**config.mk**
```make
export PLATFORM = sky130hd
export DESIGN_NAME = byte_level_token_unmap_core_flat
export DESIGN_NICKNAME = d
export VERILOG_FILES = /design/src/rtl/bltu_pkg.sv /design/src/rtl/bltu_in_if.sv /design/src/rtl/bltu_out_if.sv /design/src/rtl/byte_level_token_unmap_core.sv /design/src/rtl/bltu_ctrl.sv /design/src/rtl/bltu_dp.sv /design/src/flat_wrapper.sv
export SDC_FILE = /design/constraint.sdc
export NUM_CORES = 1
export LEC_CHECK = 0
export ABC_CLOCK_PERIOD_IN_PS = 16390
export BUFFER_PORTS_ARGS = -buffer_cell sky130_fd_sc_hd__buf_2
export CAP_MARGIN = 0
export CORE_MARGIN = 5
export CORE_UTILIZATION = 59
export DETAILED_ROUTE_END_ITERATION = 10
export PLACE_DENSITY = 0.84
export SLEW_MARGIN = 10
export SYNTH_ARGS = -nofsm -noshare
export SYNTH_HDL_FRONTEND = slang
export SYNTH_SLANG_ARGS = --single-unit
```
**constraint.sdc**
```tcl
create_clock -name clk -period 16.39 [get_ports clk]
set_clock_uncertainty 0.1 [all_clocks]
set_input_delay 3.278 -clock clk [delete_from_list [all_inputs] [get_ports clk]]
set_output_delay 3.278 -clock clk [all_outputs]
set_load 0.05 [all_outputs]
```
**src/rtl/bltu_pkg.sv**
```systemverilog
// Shared types, constants and decode functions for the byte-level token unmap block.
`timescale 1ns / 1ps
package bltu_pkg;

  localparam logic [7:0] MASK_LEAD2 = 8'hE0;
  localparam logic [7:0] CODE_LEAD2 = 8'hC0;
  localparam logic [7:0] MASK_LEAD3 = 8'hF0;
  localparam logic [7:0] CODE_LEAD3 = 8'hE0;
  localparam logic [7:0] MASK_LEAD4 = 8'hF8;
  localparam logic [7:0] CODE_LEAD4 = 8'hF0;
  localparam logic [9:0] MAP_HIGH_BASE = 10'd256;
  localparam logic [9:0] MAP_HIGH_TOP  = 10'd323;
  localparam logic [7:0] SOFT_HYPHEN   = 8'd173;
  localparam logic [7:0] SHIFT_UPPER   = 8'd94;

  typedef enum logic {
    ST_IDLE,
    ST_DECODE
  } state_t;

  // controller -> datapath
  typedef struct packed {
    logic ready;
    logic take;
    logic emit;
  } cmd_t;

  // datapath -> controller
  typedef struct packed {
    logic hold;
    logic slot_free;
    logic step_last;
  } status_t;

  // Sequence length from the lead byte; 0 for an invalid lead.
  function automatic logic [2:0] lead_len(input logic [7:0] b);
    logic [2:0] l;
    if (!b[7])                              l = 3'd1;
    else if ((b & MASK_LEAD2) == CODE_LEAD2) l = 3'd2;
    else if ((b & MASK_LEAD3) == CODE_LEAD3) l = 3'd3;
    else if ((b & MASK_LEAD4) == CODE_LEAD4) l = 3'd4;
    else                                    l = 3'd0;
    return l;
  endfunction

  // Loose UTF-8 code point, continuation bits unchecked.
  function automatic logic [20:0] code_point(input logic [7:0] b0, input logic [7:0] b1,
                                             input logic [7:0] b2, input logic [7:0] b3,
                                             input logic [2:0] l);
    logic [20:0] cp;
    case (l)
      3'd2:    cp = {10'd0, b0[4:0], b1[5:0]};
      3'd3:    cp = {5'd0, b0[3:0], b1[5:0], b2[5:0]};
      3'd4:    cp = {b0[2:0], b1[5:0], b2[5:0], b3[5:0]};
      default: cp = {13'd0, b0};
    endcase
    return cp;
  endfunction

  // Inverse byte-to-unicode map: {hit, byte}.
  function automatic logic [8:0] unmap_cp(input logic [20:0] cp);
    logic [9:0] c;
    logic [6:0] k;
    logic [8:0] r;
    c = cp[9:0];
    k = 7'(c - MAP_HIGH_BASE);
    r = 9'd0;
    if (cp[20:10] == 11'd0) begin
      if ((c >= 10'd33 && c <= 10'd126) || (c >= 10'd161 && c <= 10'd172) ||
          (c >= 10'd174 && c <= 10'd255)) begin
        r = {1'b1, c[7:0]};
      end else if (c >= MAP_HIGH_BASE && c <= MAP_HIGH_TOP) begin
        if (k <= 7'd32)      r = {1'b1, 1'b0, k};
        else if (k <= 7'd66) r = {1'b1, 8'({1'b0, k} + SHIFT_UPPER)};
        else                 r = {1'b1, SOFT_HYPHEN};
      end
    end
    return r;
  endfunction

endpackage

```
**src/rtl/bltu_in_if.sv**
```systemverilog
// Input channel: one vocabulary-string byte per transaction.
`timescale 1ns / 1ps
interface bltu_in_if;
  logic       valid;
  logic       ready;
  logic [7:0] in_byte;
  logic       end_of_token;

  modport source (output valid, output in_byte, output end_of_token, input ready);
  modport sink   (input valid, input in_byte, input end_of_token, output ready);
endinterface

```
**src/rtl/bltu_out_if.sv**
```systemverilog
// Output channel: one recovered raw byte per transaction.
`timescale 1ns / 1ps
interface bltu_out_if;
  logic       valid;
  logic       ready;
  logic [7:0] out_byte;
  logic       run_last;
  logic       token_last;

  modport source (output valid, output out_byte, output run_last, output token_last,
                  input ready);
  modport sink   (input valid, input out_byte, input run_last, input token_last,
                  output ready);
endinterface

```
**src/rtl/byte_level_token_unmap_core.sv**
```systemverilog
// Top level of the byte-level token unmap block: controller, datapath and channels.
// Flow: a byte that completes a sequence is taken in IDLE, then DECODE registers its
//   result bytes into the output register; no new byte is taken until the last one.
// Rate: held bytes are taken one per cycle; results of a completed byte come one per
//   cycle while the slot is free, from the single decode step and its map lookup.
// Reset (rst, synchronous): pending sequence dropped, output register empty.
`timescale 1ns / 1ps
module byte_level_token_unmap_core
  import bltu_pkg::*;
(
  input logic       clk,
  input logic       rst,
  bltu_in_if.sink   in_ch,
  bltu_out_if.source out_ch
);

  cmd_t    cmd;
  status_t status;

  // Controller: IDLE takes one transaction; DECODE emits one byte per free slot.
  bltu_ctrl u_ctrl (
    .clk      (clk),
    .rst      (rst),
    .in_valid (in_ch.valid),
    .status   (status),
    .cmd      (cmd)
  );

  // Datapath: holds an open multi-byte sequence and walks it on decode.
  bltu_dp u_dp (
    .clk          (clk),
    .rst          (rst),
    .cmd          (cmd),
    .status       (status),
    .in_byte      (in_ch.in_byte),
    .end_of_token (in_ch.end_of_token),
    .out_ready    (out_ch.ready),
    .out_valid    (out_ch.valid),
    .out_byte     (out_ch.out_byte),
    .run_last     (out_ch.run_last),
    .token_last   (out_ch.token_last)
  );

  assign in_ch.ready = cmd.ready;

  // A string end never leaves bytes pending, so decode must follow.
  a_end_decodes: assert property (@(posedge clk) disable iff (rst)
    in_ch.valid && in_ch.ready && in_ch.end_of_token |=> !in_ch.ready)
    else $error("token end did not start decode");

  // The last step of a run returns the block to taking input.
  a_last_returns: assert property (@(posedge clk) disable iff (rst)
    cmd.emit && status.step_last |=> in_ch.ready)
    else $error("decode did not finish after last step");

  // An emitted byte appears as a valid output transaction.
  a_emit_shows: assert property (@(posedge clk) disable iff (rst)
    cmd.emit |=> out_ch.valid)
    else $error("emitted byte lost");

  // token_last only marks the final byte of a run.
  a_token_last: assert property (@(posedge clk) disable iff (rst)
    out_ch.valid && out_ch.token_last |-> out_ch.run_last)
    else $error("token_last without run_last");

endmodule

```
**src/rtl/bltu_ctrl.sv**
```systemverilog
// Controller: accepts bytes and sequences the per-byte decode steps.
`timescale 1ns / 1ps
module bltu_ctrl
  import bltu_pkg::*;
(
  input  logic    clk,
  input  logic    rst,
  input  logic    in_valid,
  input  status_t status,
  output cmd_t    cmd
);

  state_t state, state_next;

  always_ff @(posedge clk) begin
    if (rst) begin
      state <= ST_IDLE;
    end else begin
      state <= state_next;
    end
  end

  always_comb begin
    state_next = state;
    cmd        = '0;
    unique case (state)
      ST_IDLE: begin
        cmd.ready = 1'b1;
        cmd.take  = in_valid;
        if (in_valid && !status.hold) state_next = ST_DECODE;
      end
      ST_DECODE: begin
        cmd.emit = status.slot_free;
        if (status.slot_free && status.step_last) state_next = ST_IDLE;
      end
      default: state_next = ST_IDLE;
    endcase
  end

endmodule

```
**src/rtl/bltu_dp.sv**
```systemverilog
// Datapath: byte buffer, decode position, map lookup and output register.
`timescale 1ns / 1ps
module bltu_dp
  import bltu_pkg::*;
(
  input  logic       clk,
  input  logic       rst,
  input  cmd_t       cmd,
  output status_t    status,
  input  logic [7:0] in_byte,
  input  logic       end_of_token,
  input  logic       out_ready,
  output logic       out_valid,
  output logic [7:0] out_byte,
  output logic       run_last,
  output logic       token_last
);

  logic [7:0] seq [4];
  logic [1:0] count;      // pending bytes of an open sequence
  logic [2:0] len;        // bytes under decode
  logic [2:0] pos;
  logic [1:0] raw_left;   // raw bytes still owed by an unmapped sequence
  logic       end_flag;

  logic [7:0]  lead_src, b0, b1, b2, b3, dec_byte;
  logic [2:0]  lead_l, len_in, l, rem, adv, pos_next;
  logic [1:0]  p0, raw_left_next;
  logic [20:0] cp;
  logic [8:0]  m;

  always_comb begin
    // hold decision on the incoming byte
    lead_src    = (count == 2'd0) ? in_byte : seq[0];
    lead_l      = lead_len(lead_src);
    len_in      = {1'b0, count} + 3'd1;
    status.hold = !end_of_token && (lead_l != 3'd0) && (lead_l > len_in);

    // one output byte per step
    p0  = pos[1:0];
    b0  = seq[p0];
    b1  = seq[p0 + 2'd1];
    b2  = seq[p0 + 2'd2];
    b3  = seq[p0 + 2'd3];
    rem = len - pos;
    l   = lead_len(b0);
    cp  = code_point(b0, b1, b2, b3, l);
    m   = unmap_cp(cp);
    dec_byte      = b0;
    adv           = 3'd1;
    raw_left_next = 2'd0;
    if (raw_left != 2'd0) begin
      raw_left_next = raw_left - 2'd1;
    end else if (l != 3'd0 && l <= rem) begin
      if (m[8]) begin
        dec_byte = m[7:0];
        adv      = l;
      end else begin
        raw_left_next = 2'(l - 3'd1);
      end
    end
    pos_next         = pos + adv;
    status.step_last = (pos_next == len);
    status.slot_free = !out_valid || out_ready;
  end

  always_ff @(posedge clk) begin
    if (cmd.take) seq[count] <= in_byte;
  end

  always_ff @(posedge clk) begin
    if (rst) begin
      count     <= 2'd0;
      len       <= 3'd0;
      pos       <= 3'd0;
      raw_left  <= 2'd0;
      end_flag  <= 1'b0;
      out_valid <= 1'b0;
    end else begin
      if (cmd.take) begin
        if (status.hold) begin
          count <= count + 2'd1;
        end else begin
          count    <= 2'd0;
          len      <= len_in;
          pos      <= 3'd0;
          raw_left <= 2'd0;
          end_flag <= end_of_token;
        end
      end
      if (cmd.emit) begin
        pos       <= pos_next;
        raw_left  <= raw_left_next;
        out_valid <= 1'b1;
      end else if (out_ready) begin
        out_valid <= 1'b0;
      end
    end
  end

  always_ff @(posedge clk) begin
    if (cmd.emit) begin
      out_byte   <= dec_byte;
      run_last   <= status.step_last;
      token_last <= status.step_last && end_flag;
    end
  end

endmodule
```
**src/flat_wrapper.sv**
```systemverilog
// flat-port wrapper written by rule: the top's interface ports become plain ports
module byte_level_token_unmap_core_flat import bltu_pkg::*;
  (clk, rst, in_ch_valid, in_ch_in_byte, in_ch_end_of_token, in_ch_ready, out_ch_valid, out_ch_out_byte, out_ch_run_last, out_ch_token_last, out_ch_ready);
  bltu_in_if in_ch_i ();
  bltu_out_if out_ch_i ();
  input logic clk;
  input logic rst;
  input wire logic [$bits(in_ch_i.valid)-1:0] in_ch_valid;
  input wire logic [$bits(in_ch_i.in_byte)-1:0] in_ch_in_byte;
  input wire logic [$bits(in_ch_i.end_of_token)-1:0] in_ch_end_of_token;
  output wire logic [$bits(in_ch_i.ready)-1:0] in_ch_ready;
  output wire logic [$bits(out_ch_i.valid)-1:0] out_ch_valid;
  output wire logic [$bits(out_ch_i.out_byte)-1:0] out_ch_out_byte;
  output wire logic [$bits(out_ch_i.run_last)-1:0] out_ch_run_last;
  output wire logic [$bits(out_ch_i.token_last)-1:0] out_ch_token_last;
  input wire logic [$bits(out_ch_i.ready)-1:0] out_ch_ready;
  assign in_ch_i.valid = in_ch_valid;
  assign in_ch_i.in_byte = in_ch_in_byte;
  assign in_ch_i.end_of_token = in_ch_end_of_token;
  assign in_ch_ready = in_ch_i.ready;
  assign out_ch_valid = out_ch_i.valid;
  assign out_ch_out_byte = out_ch_i.out_byte;
  assign out_ch_run_last = out_ch_i.run_last;
  assign out_ch_token_last = out_ch_i.token_last;
  assign out_ch_i.ready = out_ch_ready;
  byte_level_token_unmap_core u_core (.clk(clk), .rst(rst), .in_ch(in_ch_i), .out_ch(out_ch_i));
endmodule
```
Word-level counts from Yosys, hierarchy flattened
Memory sizes are Yosys's and may differ from the RTL's. A register that Yosys moved wholly into a read port is not among the register bits. Index checks and enable logic that the tools add are counted.

Bits in writable memories: 32. Input port bits: 13. Memories: 1. Flip-flop bits (word level): 23. Output and inout bits: 12.

Memory list: u_core.u_dp.seq (depth 4, bits a word 8, rd ports 5, clocked after memory_dff 1, write ports 1, line bltu_dp.sv:19) `logic [7:0] seq [4];`.

Bitwise operators: 2. Multiplexer cells: 42. Order comparisons: 12. $add $sub $neg: 11. Reduce and logical (&&, ||, !) cells: 25. Equality and inequality tests: 11.

Operators by type and width (number): $pmux 21 s3 (1); $mux 8 (6); $mux 3 (14); $mux 9 (3); $ge 10x8->1 const B (2); $le 10x8->1 const B (2); $mux 2 (10); $logic_not 11->1 (1); $eq 5x5->1 const B (2); $ge 10x6->1 const B (1); $ge 10x9->1 const B (1); $le 10x7->1 const B (1); $le 10x9->1 const B (1); $logic_and 1x1->1 (10); $eq 3x3->1 const B (3); $add 7x7->8 const B (1); $eq 4x4->1 const B (2); $le 7x6->1 const B (1); $le 7x7->1 const B (1); $mux 1 (7); $sub 7x1->7 const B (1); $eq 3x2->1 const B (2); $reduce_bool 2->1 (3); $reduce_bool 3->1 (2); 16 further kinds (25).

Logic depth before layout (Yosys ltp)
Word-level depth: 22. Depth in mapped cells: 24. Gate-level depth less buffers: 23.

Hierarchy
A second synthesis with hierarchy kept.

Cell total of the unflattened synthesis: 477. Area total of the unflattened synthesis: 4837.1 um2.

By module, submodules not included: bltu_dp (area an instance 4773.3 um2, sequential area each 1541.5 um2, times used 1, cells an instance 470); bltu_ctrl (area an instance 63.8 um2, sequential area each 20.0 um2, times used 1, cells an instance 7).

Worst setup path before layout
Ideal clock, no wire load.

Path type: register to register. From: reg (tool-made name). To: reg u_core.u_dp.pos[2]. Data required time: 16198 ps. Arrival: 5074 ps. Path slack: 11124 ps. Cell stages (with the launch flop): 22. Library setup time: 92 ps. Clock period less this slack: 5266 ps. Path through: dfxtp_1 > buf_6 > mux4_2 > o21a_1 > ha_1 > clkbuf_1 > clkbuf_1 > a221oi_1 > o21ai_0 > o32a_1 > a2111o_1 > o221a_1 > a211oi_2 > a31o_1 > or3_1 > ha_1 > inv_1 > fa_1 > or3_1 > a31oi_1 > nor3_1 > o32ai_1.

RTL lines: end signal: assignment (line bltu_dp.sv:92) `pos <= pos_next;`; end: declaration (line bltu_dp.sv:22) `logic [2:0] pos;`.

==> impl_metrics.yaml <==
floorplanning:
  die_w_um: 96.4
  start_util: 0.607
  pin_count: 25
  die_h_um: 96.4
  rows: 31
  die_area_um2: 9290
  core_area_um2: 7250
layout:
  seqCellArea_um2: 1560
  drive_above_1_share: 0.227
  diodes: 0
  syn_to_final_growth_pct: 8.81
  fin_nets: 460
  stdcell_area_um2: 4790
  fill_cells: 545
  layout.cells.non_filler: 530
  final_util: 0.661
  multiInputGateArea_um2: 2640
placed_design:
  dpl_cell_area_um2: 4550
  pre_cts_ws_ps: 9510
  detailed_place_hpwl_um: 8130
  place.detailed.instances: 514
  portBuffers: 24
  gp_congestion: 0.996
clock_network:
  cts_hold_buf: 0
  cts_buffer_depth: 2
  cts_tree: "done"
  cts.sinks: 57
  post_cts_buffers: 0
  cts_max_level: 3
  ctsRootBufferMaster: "clkbuf_8"
  clkLatencyLatePin_ps: 340
  ctsResizeCount: 0
  cts_buffers: 9
  clk_pin_slew_ps: 60
timing:
  rsz0062_at_grt: "no"
  tightest_slew_ps: 1030
  whs_ps: 372
  setup_ws_ps: 9410
  finalSetupTns_ps: 0
  relSlewSlack: 0.309
  setup_violations: 0
  hold_viol: 0
  fin_crit_sh: 0.426
  fmax_ghz: 0.143
  slew_violations: 0
  fin_crit_ps: 6980
logic_synthesis:
  ys_types: 74
  synth_nets: 441
  synth_edf_count: 42
  synth_top_cell_by_area: "edfxtp_1"
  yosys.area_share.simple: 0.157
  synth_fa_ha_area_frac: 0.0631
  ys.flop_type: "edfxtp_1"
  synthArstFlopShare: 0
  synth_compound_area_frac: 0.162
  ys_ff_latch: 57
  avgSynthCellArea_um2: 10.8
  ys_seq_area_frac: 0.355
  muxShareOfSynthArea: 0.202
  synth_most_common_cell: "edfxtp_1"
  postSynthCellCount: 407
  yosysTopAreaCellShare: 0.286
  synth_top_family_by_area: "multiplexers"
  netlist_area_um2: 4400
  ys_warn_count: 0
  synth_common_cells: "edfxtp_1 (42), nand2_1 (29), mux4_2 (24)"
  synth_area_leaders: "edfxtp_1 (29%), mux4_2 (12%), dfxtp_1 (6.8%), ha_1 (5.4%), mux2_2 (2.8%)"
  synth_xor_area_frac: 0.0151
worst_setup_path:
  startpoint_type: "flop"
  crit_type: "flop to flop"
  cp.arrival_ps: 7130
  worstPathMaxFanout: 13
  end_kind: "flop"
  cp.required_ps: 16540
grt:
  gr-total-overflow: 0
  grt_first_pass_wirelength_um: 17700
  grt_usage: 0.251
  grt_pass1_vias: 3414
  grt_max_degree: 25
  antenna_found_initial: 0
run:
  drv_cap: 0
power:
  leakage_nw: 1.74
  power.total_mw: 1.09
  peakVddDrop_uv: 91.8
  p_per_area_nw_per_um2: 228
route:
  viasPerCell: 6.68
  ant_nets: 0
  first_iter_violations: 367
  dr.pass1.iters: 5
  via_count: 3541
  routedWlPerCell_um: 20.5
  drc: 0
  wirelength_um: 10900
status:
  status: "complete, no violations"
min_path:
  min_path_type: "flop to flop"
## report_power, final
group	total [mW]	internal, mW	switching (mW)
clock network	0.148	0.0912	0.0567
logic	0.732	0.287	0.445
registers	0.212	0.193	0.0186
total	1.09	0.571	0.520
## path summary, 6_finish.rpt
kind / start / to / slack [ps] / cells past startpoint
hold reg to reg: u_core.u_dp.end_flag$_SDFFE_PP0P_ / u_core.u_dp.end_flag$_SDFFE_PP0P_ / 370 / 2
hold / removal: u_core.u_dp.end_flag$_SDFFE_PP0P_ / u_core.u_dp.end_flag$_SDFFE_PP0P_ / 370 / 2
setup / recovery: flop / u_core.u_dp.pos[2]$_SDFFE_PP0P_ / 9410 / 21
setup reg to reg: flop / u_core.u_dp.pos[2]$_SDFFE_PP0P_ / 9410 / 21
## critical path, stage by stage, from the launching register on
cell,delay [ps]
dfxtp_1,680
mux4_2,690
and3_1,260
inv_1,80
ha_1,390
inv_1,250
and2_1,190
o31ai_1,820
inv_1,150
ha_1,230
a2bb2oi_1,160
o221ai_1,170
a211oi_2,770
a31o_1,310
or3_1,140
ha_1,130
inv_1,50
fa_1,460
or3_1,400
a31oi_1,160
nor3_1,80
o32ai_1,210
## routing by layer
layer  vias to the layer above  track usage  wire length (um)
met2                       163        0.416              5370
li1                       1632            -                 -
met4                         0       0.0888               310
met5                         -            0                 0
met1                      1716        0.331              4480
met3                        30       0.0457               715
## cell families after synthesis
group | after synthesis
buffers and inverters | 42
AOI/OAI and AO/OA | 102
and+or+nand+nor | 125
DFF | 57
adders and majority gates | 21
muxes | 54
xor gates and xnor gates | 6
## layout by cell type (no fill, tap or decap), types with 4 or more instances in the layout
master     n
inv_1     23
nor2_1    20
nand2b_1   7
a221oi_1   7
nor3_1     9
nor2b_1    6
a31oi_1    7
clkbuf_8  11
nand3_1    8
edfxtp_1  42
mux2_2    11
a22oi_1    6
and3_1     6
mux4_2    24
or3_1      7
a21oi_1   17
buf_2     24
o21a_1     4
nand2_1   29
ha_1      19
and2_1     8
mux2_4     7
o21ai_0   23
mux2i_1   12
dfxtp_1   15
a21o_1     4
## flip-flops by register name (all words and copies together) (netlist names), named ones only
signal / cells
u_core.u_dp.seq: 32
u_core.u_dp.out_byte: 8
u_core.u_dp.len: 3
u_core.u_dp.pos: 3
u_core.u_dp.count: 2
u_core.u_dp.raw_left: 2
u_core.u_ctrl.state: 1
u_core.u_dp.end_flag: 1
u_core.u_dp.out_valid: 1
u_core.u_dp.run_last: 1
u_core.u_dp.token_last: 1
## area by class of cell
cell class	count	share of cell area
Inverter	24	0.0193
Clock buffer	15	0.0480
Sequential cell	57	0.326
Timing Repair Buffer	26	0.0282
Clock inverter	1	0.00183
Tap cell	99	0.0258
Multi-Input combinational cell	308	0.551
No activity file was read; power rests on OpenSTA's default activity.
